### src/rtl/fsmo_div.sv
// ----------------------------------------------------------------------------
// fsmo_div
// Restoring divider, one quotient bit per cycle.
// ----------------------------------------------------------------------------
module fsmo_div #(
  parameter int NW  = 6,
  parameter int DVW = 6
) (
  input  logic           clk,
  input  logic           rst,
  input  logic           start,
  input  logic [NW-1:0]  dividend,
  input  logic [DVW-1:0] divisor,
  output logic           done,
  output logic [NW-1:0]  quotient
);

  localparam int CNTW = $clog2(NW + 1);

  logic            active;
  logic [CNTW-1:0] cnt;
  logic [DVW-1:0]  rem;
  logic [NW-1:0]   quo;
  logic [DVW:0]    trial;
  logic            fits;

  assign trial    = {rem, quo[NW-1]};
  assign fits     = trial >= {1'b0, divisor};
  assign quotient = quo;

  always_ff @(posedge clk) begin
    if (rst) begin
      active <= 1'b0;
      done   <= 1'b0;
      cnt    <= '0;
    end else begin
      done <= 1'b0;
      if (start) begin
        active <= 1'b1;
        cnt    <= CNTW'(NW);
      end else if (active) begin
        cnt <= cnt - CNTW'(1);
        if (cnt == CNTW'(1)) begin
          active <= 1'b0;
          done   <= 1'b1;
        end
      end
    end
  end

  always_ff @(posedge clk) begin
    if (start) begin
      rem <= '0;
      quo <= dividend;
    end else if (active) begin
      if (fits) begin
        rem <= DVW'(trial - {1'b0, divisor});
      end else begin
        rem <= trial[DVW-1:0];
      end
      quo <= NW'({quo, fits});
    end
  end

endmodule

### config.mk
export PLATFORM = sky130hd
export DESIGN_NAME = fsmo_div
export DESIGN_NICKNAME = d
export VERILOG_FILES = /design/src/rtl/fsmo_div.sv
export SDC_FILE = /design/constraint.sdc
export NUM_CORES = 1
export LEC_CHECK = 0
export ABC_AREA = 1
export BUFFER_PORTS_ARGS = -buffer_cell sky130_fd_sc_hd__buf_4
export CAP_MARGIN = 20
export CORE_UTILIZATION = 54
export DETAILED_ROUTE_END_ITERATION = 6
export GPL_ROUTABILITY_DRIVEN = 0
export PLACE_DENSITY = 0.84
export SETUP_SLACK_MARGIN = 0.3
export SLEW_MARGIN = 20
export SYNTH_ARGS = -nofsm -noshare
export SYNTH_HDL_FRONTEND = slang
export SYNTH_SLANG_ARGS = --single-unit
### constraint.sdc
create_clock -name clk -period 1.9 [get_ports clk]
set_input_delay 0.19 -clock clk [delete_from_list [all_inputs] [get_ports clk]]
set_output_delay 0.19 -clock clk [all_outputs]
set_load 0.01 [all_outputs]
==> results.cfg <==
[sta]
max-slew-margin-rel_pct = 77.75
finalHoldViolCount = 0
tns_ns = 0
final.period_utilization_pct = 83.94
hold_ws_ns = 0.07743
final-setup-viol-count = 0
max_freq_mhz = 627.0
skew_ns = 0.001692
final_max_slew_viol_count = 0
tightest_slew_ns = 0.3333
finalCriticalPeriod_ns = 1.595
rsz0062_at_grt = true

[detailed_routing]
post_drt_wl_per_cell_um = 10.94
via_per_inst = 4.961
firstDrtPassIters = 4
drc_errors = 0
routed_wirelength_um = 2231
drtAntennaViolNets = 0
drtIter0Drc = 24
routed-via-count = 1012

[floorplanning]
core_um2 = 1982
initial_core_util_pct = 57.89
die-area_um2 = 2313
num_rows = 16
dieWidth_um = 48.10
pin_count = 22
die_h_um = 48.10

[final_layout]
final_cells = 204
area_growth_pct = 22.25
final_layout_size_suffix_gt1_share_pct = 26.55
final_common_cell = nand2_1
nNetsFinal = 203
fillers = 153
mostFrequentLayoutCells = nand2_1 (48), inv_1 (24), buf_4 (22)
postLayoutCoreUtil_pct = 70.77
n_antenna_cell = 0

[power]
p_int_uw = 641.7
switching_share_pct = 34.57
p_leak_nw = 0.7304
p_sw_uw = 339.0
power_uw = 980.7
comb_power_share_pct = 35.1
ir_drop_v = 0.0005676
power_frac_seq_pct = 44.8
clkPwrFrac_pct = 20.2
power_density_nw_per_um2 = 699.2

[worst_setup_path]
worstPathRequired_ns = 2.10
worst-setup-path-type = reg2reg
path_max_fanout = 3
cp-end-kind = flip-flop
worst-endpoint-arrival_ns = 1.79
critPathLaunchType = flip-flop

[clocking]
postCtsHoldBufs = 0
cts_root_buf = clkbuf_4
cts_buffers = 3
cts_max_path_buffers = 2
clkSlewWorstSetupHoldPaths_ns = 0.10
cts.sinks = 17
worstSkewPairLatency_ns = 0.29
htreeDepth = 1
cts_tree = built
cts_setup_buffers = 0

[placed_design]
place_inst = 200
hpwl_um = 1680
port_buffers = 21

[logic_synthesis]
synth_fp_nets = 177
yosys.cell_types.count = 27
synth_cells = 152
ys_ff_latch = 17
synth.avg_cell_area_um2 = 7.548
syn_area_um2 = 1147
ys_seq_area_share_pct = 34.90
ys_warn_count = 0

[min_path]
hold_class = in2reg

[status]
status = finished, final reports clean

[grt]
grt_max_degree = 11
gr-usage-met2_pct = 36.22
grt_overflow = 0
busiest_layer = met2
met3_usage_pct = 2.593
grtUsageMet1_pct = 28.18
grt_pass1_wl_um = 3463
track_usage_pct = 21.19
antenna_found_initial = 0
first_global_vias = 864

[job]
cap_violations = 0
-- path summary, 6_finish.rpt --
kind,endpoint,slack (ns),startpoint,cells after the start
worst min-delay path,active$_SDFF_PP0_,0.08,rst,2
worst max register to register,rem[4]$_SDFFE_PP0P_,0.31,quotient[5]$_DFFE_PP_,10
worst max-delay path,rem[4]$_SDFFE_PP0P_,0.31,quotient[5]$_DFFE_PP_,10
worst min register to register,rem[1]$_SDFFE_PP0P_,0.48,rem[1]$_SDFFE_PP0P_,2
-- per-layer routing --
metal  share of wire, %  wire, µm
met5                  0         0
met1                 47      1044
met2                 49      1098
met3                3.9        88
met4                  0         0
-- logic make-up (layout without fill, tap and decap cells) --
group           Yosys count  after routing  share of synthesized area (%)
compound gates            9              9                          5.562
buf+inv                  30             55                          9.923
xor+xnor                  2              2                          1.527
fa+ha+maj                10             10                          11.56
flops                    17             17                          34.90
simple gates             84             84                          36.53
-- through the flow --
stage / setup slack (ns) / area, µm²
floorplan: 0.3210 / 1150
global placement: 0.3329 / 1344
detailed placement: 0.3052 / 1344
CTS: 0.3004 / 1384
global route: 0.2216 / 1403
finish: 0.3051 / 1403
-- cells in the mapped netlist (all sizes together) --
| cell type | count | area share, % |
|---|---|---|
| nand3 | 15 | 8.1 |
| dfxtp | 11 | 19 |
| o211ai | 1 | 0.65 |
| buf | 1 | 0.44 |
| xor2 | 2 | 1.5 |
| a21oi | 5 | 3.2 |
| nand3b | 4 | 2.6 |
| o21ai | 1 | 0.44 |
| fa | 1 | 1.7 |
| nor2 | 8 | 4.6 |
| ha | 9 | 9.8 |
| edfxtp | 6 | 16 |
| a31oi | 1 | 0.55 |
| nand2 | 54 | 20 |
| inv | 26 | 8.5 |
| clkinv | 3 | 0.98 |
| nand4 | 2 | 1.1 |
| a221oi | 1 | 0.76 |
| nor4 | 1 | 0.55 |
-- layout make-up --
| cell class | instances | area, µm² | area share [%] |
|---|---|---|---|
| well taps | 27 | 33.78 | 2.409 |
| multi-input cells | 105 | 665.6 | 47.46 |
| clock buffers | 3 | 22.52 | 1.606 |
| clock inverters | 1 | 5.005 | 0.3568 |
| repair buffers | 22 | 165.2 | 11.78 |
| inverters | 29 | 108.9 | 7.761 |
| flip-flops and latches | 17 | 401.6 | 28.64 |
-- power by group through the flow --
stage / combinational [mW] / clock [mW] / sequential, mW
2_1_floorplan: 0.231 / 0 / 0.447
3_3_place_gp: 0.321 / 0 / 0.443
3_5_place_dp: 0.330 / 0 / 0.444
4_1_cts: 0.335 / 0.197 / 0.437
5_1_grt: 0.387 / 0.218 / 0.443
6_report: 0.344 / 0.198 / 0.439
-- critical path, stage by stage, from the launching register on --
cell      delay, ns
edfxtp_1       0.38
inv_2          0.05
ha_1           0.19
fa_2           0.35
nand3b_1       0.19
nand3_1        0.08
nand2_1        0.05
nand2_1        0.05
nand2_1        0.05
nand3_1        0.07
nand2_1        0.05
-- flip-flops by register name, summed over array words and instances, names as in the netlist --
register,cells
done,1
active,1
rem,6
quotient,6
cnt,3
-- timing repair --
| item | 4_1_cts | 5_1_grt |
|---|---|---|
| resized for setup | 1 | 5 |
| setup endpoints to repair | 2 | 7 |
| pin swaps | 0 | 0 |
(Power assumes the default switching activity.)
