$ cat config.mk
export PLATFORM = sky130hd
export DESIGN_NAME = fsmo_cell
export DESIGN_NICKNAME = d
export VERILOG_FILES = /design/src/rtl/fsmo_pkg.sv /design/src/rtl/fsmo_cell.sv
export SDC_FILE = /design/constraint.sdc
export NUM_CORES = 1
export LEC_CHECK = 0
export BUFFER_PORTS_ARGS = -buffer_cell sky130_fd_sc_hd__buf_4
export CORE_MARGIN = 4
export CORE_UTILIZATION = 54
export DETAILED_ROUTE_END_ITERATION = 7
export HOLD_SLACK_MARGIN = 0.05
export PLACE_DENSITY = 0.84
export SLEW_MARGIN = 20
export SYNTH_ARGS = -nofsm -noshare
export SYNTH_HDL_FRONTEND = slang
export SYNTH_SLANG_ARGS = --single-unit
export TNS_END_PERCENT = 30
$ cat constraint.sdc
create_clock -name clk -period 12.2 [get_ports clk]
set_input_delay 1.22 -clock clk [delete_from_list [all_inputs] [get_ports clk]]
set_output_delay 1.22 -clock clk [all_outputs]
set_load 0.02 [all_outputs]
$ cat src/rtl/fsmo_pkg.sv
// ----------------------------------------------------------------------------
// fsmo_pkg
// Shared types and constants for the approximate substring matcher.
// ----------------------------------------------------------------------------
package fsmo_pkg;

  localparam int MAX_PATTERN_DEF = 32;
  localparam int CHAR_BITS_DEF   = 16;

  localparam int SYM_W   = 16;
  localparam int OP_W    = 2;
  localparam int DIV_W   = 6;
  localparam int FIELD_W = 6;
  localparam int DATA_W  = 16;

  localparam logic [DIV_W-1:0] DIV_RESET = DIV_W'(4);

  typedef enum logic [OP_W-1:0] {
    OP_CLEAR  = 2'd0,
    OP_APPEND = 2'd1,
    OP_TEXT   = 2'd2,
    OP_END    = 2'd3
  } fsmo_op_t;

  // wavefront control handed from cell to cell
  typedef struct packed {
    logic valid;
    logic seen;
    logic has_left;
  } fsmo_ctl_t;

endpackage

$ cat src/rtl/fsmo_cell.sv
// ----------------------------------------------------------------------------
// fsmo_cell
// One pattern row of the distance column; updates its entry for each text
// character and hands the wavefront to the next row.
// ----------------------------------------------------------------------------
module fsmo_cell #(
  parameter int IDX = 1,
  parameter int DW  = 6,
  parameter int SW  = 16
) (
  input  logic                clk,
  input  logic                rst,
  input  logic                restart,
  input  logic                wr_en,
  input  logic [SW-1:0]       wr_sym,
  input  fsmo_pkg::fsmo_ctl_t in_ctl,
  input  logic [SW-1:0]       in_sym,
  input  logic [SW-1:0]       in_psym,
  input  logic [DW-1:0]       in_new,
  input  logic [DW-1:0]       in_old,
  input  logic [DW-1:0]       in_hold,
  input  logic [SW-1:0]       in_pat,
  output fsmo_pkg::fsmo_ctl_t out_ctl,
  output logic [SW-1:0]       out_sym,
  output logic [SW-1:0]       out_psym,
  output logic [DW-1:0]       out_new,
  output logic [DW-1:0]       out_old,
  output logic [DW-1:0]       out_hold,
  output logic [SW-1:0]       out_pat
);

  import fsmo_pkg::*;

  logic [SW-1:0] pat;
  logic [DW-1:0] cur;
  logic [DW-1:0] hold;
  logic [DW:0]   c_up;
  logic [DW:0]   c_left;
  logic [DW:0]   c_diag;
  logic [DW:0]   c_swap;
  logic [DW:0]   m_a;
  logic [DW:0]   m_b;
  logic [DW:0]   m_c;
  logic          trans;
  logic [DW-1:0] d_new;

  assign out_pat = pat;

  always_comb begin
    c_up   = (DW+1)'(cur) + (DW+1)'(1);
    c_left = (DW+1)'(in_new) + (DW+1)'(1);
    c_diag = (DW+1)'(in_old) + (DW+1)'(in_sym != pat);
    c_swap = (DW+1)'(in_hold) + (DW+1)'(1);
    trans  = in_ctl.seen && in_ctl.has_left && (in_sym == in_pat) && (in_psym == pat);
    m_a    = (c_up < c_left) ? c_up : c_left;
    m_b    = (c_diag < m_a) ? c_diag : m_a;
    m_c    = (trans && (c_swap < m_b)) ? c_swap : m_b;
    d_new  = DW'(m_c);
  end

  always_ff @(posedge clk) begin
    if (rst) begin
      out_ctl <= '0;
      cur     <= DW'(IDX);
      hold    <= DW'(IDX - 1);
    end else begin
      out_ctl.valid    <= in_ctl.valid;
      out_ctl.seen     <= in_ctl.seen;
      out_ctl.has_left <= 1'b1;
      if (restart) begin
        cur  <= DW'(IDX);
        hold <= DW'(IDX - 1);
      end else if (in_ctl.valid) begin
        cur  <= d_new;
        hold <= in_old;
      end
    end
  end

  always_ff @(posedge clk) begin
    if (in_ctl.valid) begin
      out_new  <= d_new;
      out_old  <= cur;
      out_hold <= hold;
      out_sym  <= in_sym;
      out_psym <= in_psym;
    end
  end

  always_ff @(posedge clk) begin
    if (wr_en) begin
      pat <= wr_sym;
    end
  end

endmodule

==> impl_results.html <==
<table>
<tr><th>Metric</th><th>Value</th></tr>
<tr><th colspan="2">Clock tree</th></tr>
<tr><td>Inserted Clock Buffers</td><td>9</td></tr>
<tr><td>Latest clock arrival within the worst-skew pair</td><td>360 ps</td></tr>
<tr><td>CTS tree</td><td>done</td></tr>
<tr><td>Clock tree root driver cell</td><td>sky130_fd_sc_hd__clkbuf_8</td></tr>
<tr><td>Hold-fix buffer count after cts</td><td>0</td></tr>
<tr><td>H-tree level count</td><td>3</td></tr>
<tr><td>Clk pin slew, worst setup/hold paths</td><td>90 ps</td></tr>
<tr><td>Clock sinks</td><td>81</td></tr>
<tr><td>Buffers inserted during post-CTS setup optimization</td><td>0</td></tr>
<tr><td>Number of buffers on the longest clock path</td><td>2</td></tr>
<tr><td>Number of cells upsized or downsized after cts</td><td>0</td></tr>
<tr><th colspan="2">Global route</th></tr>
<tr><td>First-pass GRT wire length</td><td>18.8 mm</td></tr>
<tr><td>Antenna violations before repair</td><td>0</td></tr>
<tr><td>Largest net degree at the start of global routing</td><td>68</td></tr>
<tr><td>Global-route total usage across every layer</td><td>0.251</td></tr>
<tr><td>Total congestion overflow</td><td>0</td></tr>
<tr><td>Number of global-route vias before repair</td><td>3497</td></tr>
<tr><th colspan="2">Logic synthesis</th></tr>
<tr><td>Cell variety after synth</td><td>54</td></tr>
<tr><td>Portion of synthesized cell area occupied by the leading cell type</td><td>0.458</td></tr>
<tr><td>Library cell occupying the most area in the post-synthesis netlist</td><td>sky130_fd_sc_hd__edfxtp_1</td></tr>
<tr><td>Sequential fraction of the synthesis area</td><td>0.528</td></tr>
<tr><td>Share of async-settable or async-resettable flops after synthesis</td><td>0</td></tr>
<tr><td>Total number of yosys warnings</td><td>0</td></tr>
<tr><td>Total nets after synthesis</td><td>approximately 460</td></tr>
<tr><td>Mapped cell area</td><td>4330 sq um</td></tr>
<tr><td>Number of enable-type register cells in the synthesized netlist</td><td>66</td></tr>
<tr><td>Synthesized flop and latch total</td><td>81</td></tr>
<tr><td>Synthesized instance count</td><td>around 350</td></tr>
<tr><td>Count leader, synth</td><td>sky130_fd_sc_hd__edfxtp_1</td></tr>
<tr><td>Synth top area cells</td><td>sky130_fd_sc_hd__edfxtp_1 46%, sky130_fd_sc_hd__xor2_1 12%, sky130_fd_sc_hd__dfxtp_1 6.9%</td></tr>
<tr><td>Synth top cells by count</td><td>66 x sky130_fd_sc_hd__edfxtp_1, 58 x sky130_fd_sc_hd__xor2_1, 21 x sky130_fd_sc_hd__ha_1</td></tr>
<tr><td>Mean post-synth cell area</td><td>12.2 sq um</td></tr>
<tr><td>Most used DFF post-synth</td><td>sky130_fd_sc_hd__edfxtp_1</td></tr>
<tr><th colspan="2">Setup path</th></tr>
<tr><td>Cell mode on critical path</td><td>sky130_fd_sc_hd__ha_1</td></tr>
<tr><td>Data required time at the worst endpoint</td><td>12460 ps</td></tr>
<tr><td>Category of cells accounting for the largest share of critical-path delay</td><td>compound AO/OA/AOI/OAI gates</td></tr>
<tr><td>Setup slack on the worst flop-to-flop path</td><td>around 5600 ps</td></tr>
<tr><td>Worst reg2reg path startpoint</td><td>cur[0]</td></tr>
<tr><td>Class of the most critical setup path</td><td>input port to flop</td></tr>
<tr><td>Worst path buffer plus inverter count</td><td>1</td></tr>
<tr><td>Launch point of the worst path</td><td>in_new[0]</td></tr>
<tr><td>Worst reg2reg path depth</td><td>24</td></tr>
<tr><td>Critical Path Slowest Stage Cell</td><td>sky130_fd_sc_hd__a311oi_4</td></tr>
<tr><td>Arrival time at the worst endpoint</td><td>7250 ps</td></tr>
<tr><td>Last element of the critical path</td><td>cur[0]</td></tr>
<tr><td>Number of logic stages on the critical path including buffering</td><td>25</td></tr>
<tr><td>Max stage delay on crit path</td><td>410 ps</td></tr>
<tr><td>Endpoint type of the worst setup path</td><td>flop</td></tr>
<tr><td>Reg-to-Reg End</td><td>cur[0]</td></tr>
<tr><td>Kind of start point of the critical path</td><td>input port</td></tr>
<tr><td>Worst Path Max Fanout</td><td>14</td></tr>
<tr><th colspan="2">Timing</th></tr>
<tr><td>Max Transition Viols Final</td><td>0</td></tr>
<tr><td>Pin slew with the least headroom to its limit</td><td>832 ps</td></tr>
<tr><td>Worst slew margin relative to its limit</td><td>0.446</td></tr>
<tr><td>Post-layout minimum cycle time</td><td>6990 ps</td></tr>
<tr><td>Setup tns final</td><td>0 ps</td></tr>
<tr><td>Final worst clock skew</td><td>~16 ps</td></tr>
<tr><td>Final cycle utilization of the critical path</td><td>0.573</td></tr>
<tr><td>Unrepaired setup endpoints after global routing</td><td>no</td></tr>
<tr><td>Count of final hold-check violations</td><td>0</td></tr>
<tr><td>Final setup violation count</td><td>0</td></tr>
<tr><td>Maximum clock rate</td><td>143 MHz</td></tr>
<tr><th colspan="2">Outcome</th></tr>
<tr><td>Run status</td><td>complete, no violations</td></tr>
<tr><th colspan="2">Die</th></tr>
<tr><td>Die Area</td><td>9510 sq um</td></tr>
<tr><td>Vertical die dimension</td><td>97.5 microns</td></tr>
<tr><td>Top-level I/O count</td><td>approximately 160</td></tr>
<tr><td>Area of the placeable core</td><td>7770 sq um</td></tr>
<tr><td>Initial core utilization</td><td>0.557</td></tr>
<tr><td>Std-Cell Rows</td><td>32</td></tr>
<tr><td>DIE WIDTH</td><td>roughly 98 microns</td></tr>
<tr><th colspan="2">Cells and area</th></tr>
<tr><td>Number of nets at the end of the flow</td><td>629</td></tr>
<tr><td>Share of layout cells above drive strength 1</td><td>0.366</td></tr>
<tr><td>Combined area of the multi-input logic cells</td><td>1970 sq um</td></tr>
<tr><td>Number of fillers in the final layout</td><td>519</td></tr>
<tr><td>Final antenna diode count</td><td>0</td></tr>
<tr><td>Area Growth Syn to Fin</td><td>34.2%</td></tr>
<tr><td>Final cell area excluding filler cells</td><td>about 5800 sq um</td></tr>
<tr><td>Area used by sequential logic in the layout</td><td>2280 sq um</td></tr>
<tr><th colspan="2">Route</th></tr>
<tr><td>Detailed-router iteration count before antenna repair</td><td>5</td></tr>
<tr><td>Vias after detailed routing</td><td>about 3600</td></tr>
<tr><td>Final wirelength</td><td>12.0 mm</td></tr>
<tr><td>Routed WL per cell</td><td>about 19 microns</td></tr>
<tr><td>Remaining antenna violation count after routing</td><td>0</td></tr>
<tr><td>Iteration-0 DRC Markers</td><td>346</td></tr>
<tr><td>Detailed-route DRC error count</td><td>0</td></tr>
<tr><td>Average vias per placed instance</td><td>5.68</td></tr>
<tr><th colspan="2">Job</th></tr>
<tr><td>Max-cap viol count</td><td>0</td></tr>
<tr><th colspan="2">Pwr</th></tr>
<tr><td>Static Leak</td><td>2.46 nW</td></tr>
<tr><td>PwrDens</td><td>121 nW/um^2</td></tr>
<tr><td>Peak ir drop on the vdd network</td><td>0.0773 mV</td></tr>
<tr><th colspan="2">Worst hold path</th></tr>
<tr><td>Hold crit path type</td><td>flop to flop</td></tr>
<tr><th colspan="2">Placed design</th></tr>
<tr><td>PortBufs</td><td>157</td></tr>
<tr><td>Placement Cell Area</td><td>5610 sq um</td></tr>
<tr><td>Gpl congestion</td><td>0.919</td></tr>
<tr><td>Estimated wirelength of the detail-placed design</td><td>9.53 mm</td></tr>
</table>
[per-stage QoR]
stage               cells  setup WS [ps]  hold WS (ps)  total power, mW   util
finish                626           5210           441            0.701  0.747
global route          626           4710           451            0.736  0.747
CTS                   626           5250           441            0.703  0.747
detailed placement    610           4870           420            0.518  0.723
global placement      610           5120           416            0.515  0.723
floorplan             354           5790           408            0.434      -
[layout make-up]
cell class	instances	area share
tap	102	0.0220
inverter	15	0.00970
sequential	81	0.393
multi-input combinational	255	0.339
clock inverter	5	0.00647
timing repair buffer	157	0.203
clock buffer	11	0.0263
[cell families (layout without fill, tap and decap cells)]
family                   count (synthesis)  in the layout  synth area share
AO/OA/AOI/OAI                           60             60             0.106
XOR/XNOR                                66             66             0.135
adder cells (fa/ha/maj)                 21             21            0.0607
buffers and inverters                   18            188            0.0174
flip-flops                              81             81             0.528
multiplexers                            10             10            0.0257
AND/OR/NAND/NOR                         98             98             0.127
[worst min-delay path by stage]
| stage | startpoint | cells past startpoint | to |
|---|---|---|---|
| global route | hold[0] | 0 | out_hold[0] |
| detailed placement | hold[5] | 0 | out_hold[5] |
| CTS | hold[4] | 0 | out_hold[4] |
| finish | hold[4] | 0 | out_hold[4] |
| global placement | hold[5] | 0 | out_hold[5] |
| floorplan | hold[0] | 0 | out_hold[0] |
[registers in the layout (all words and copies together) (netlist names)]
signal	flops
out_sym	16
out_ctl	3
out_old	6
out_pat	16
out_psym	16
cur	6
out_hold	6
hold	6
out_new	6
[routing by layer]
| metal | up-vias | track usage | wire length, microns |
|---|---|---|---|
| met5 | - | 0 | 0 |
| met4 | 0 | 0.0852 | 301 |
| met3 | 32 | 0.0517 | 1010 |
| met2 | 211 | 0.402 | 5660 |
| met1 | 1656 | 0.341 | 5030 |
| li1 | 1657 | - | - |
[worst register-to-register path, stage by stage, from the launching register on]
cell and delay [ps]:
sky130_fd_sc_hd__dfxtp_1 540, sky130_fd_sc_hd__ha_1 280, sky130_fd_sc_hd__xor2_1 240, sky130_fd_sc_hd__ha_1 280, sky130_fd_sc_hd__a21oi_1 130, sky130_fd_sc_hd__o21ai_0 110, sky130_fd_sc_hd__a221oi_2 370, sky130_fd_sc_hd__a211oi_2 140
sky130_fd_sc_hd__nor2_1 240, sky130_fd_sc_hd__mux2_2 390, sky130_fd_sc_hd__ha_1 180, sky130_fd_sc_hd__a21oi_1 130, sky130_fd_sc_hd__o21ai_1 200, sky130_fd_sc_hd__o2111a_1 330, sky130_fd_sc_hd__a311oi_4 420, sky130_fd_sc_hd__and2_1 240
sky130_fd_sc_hd__o21a_1 180, sky130_fd_sc_hd__ha_1 260, sky130_fd_sc_hd__a21o_1 190, sky130_fd_sc_hd__a21oi_1 200, sky130_fd_sc_hd__o2111ai_1 130, sky130_fd_sc_hd__nor3_1 350, sky130_fd_sc_hd__a41oi_2 400, sky130_fd_sc_hd__a21o_1 310
sky130_fd_sc_hd__a211o_1 280
[report_power, final]
part,total (mW),internal [mW],switching (mW),leakage (nW)
Sequential,0.334,0.322,0.0118,0.775
Clock,0.186,0.0872,0.0991,0.0989
Combinational,0.181,0.0791,0.102,1.58
Total,0.701,0.488,0.213,2.46
[cell usage in the layout, fill, tap and decap left out, drive strengths merged, types with 4 or more instances in the layout]
master and instances:
clkinv 4, ha 21, xnor2 8, inv 16, mux2i 7, dfxtp 15, edfxtp 66, clkbuf 11
nand3b 4, a21o 4, nor4 19, nor3 5, nand4 4, xor2 58, nand3 19, nor2b 5
nor2 20, buf 157, nand2 10, o21ai 14, a21oi 13, and3 4, o31a 4
Power figures use the tool's default switching activity.
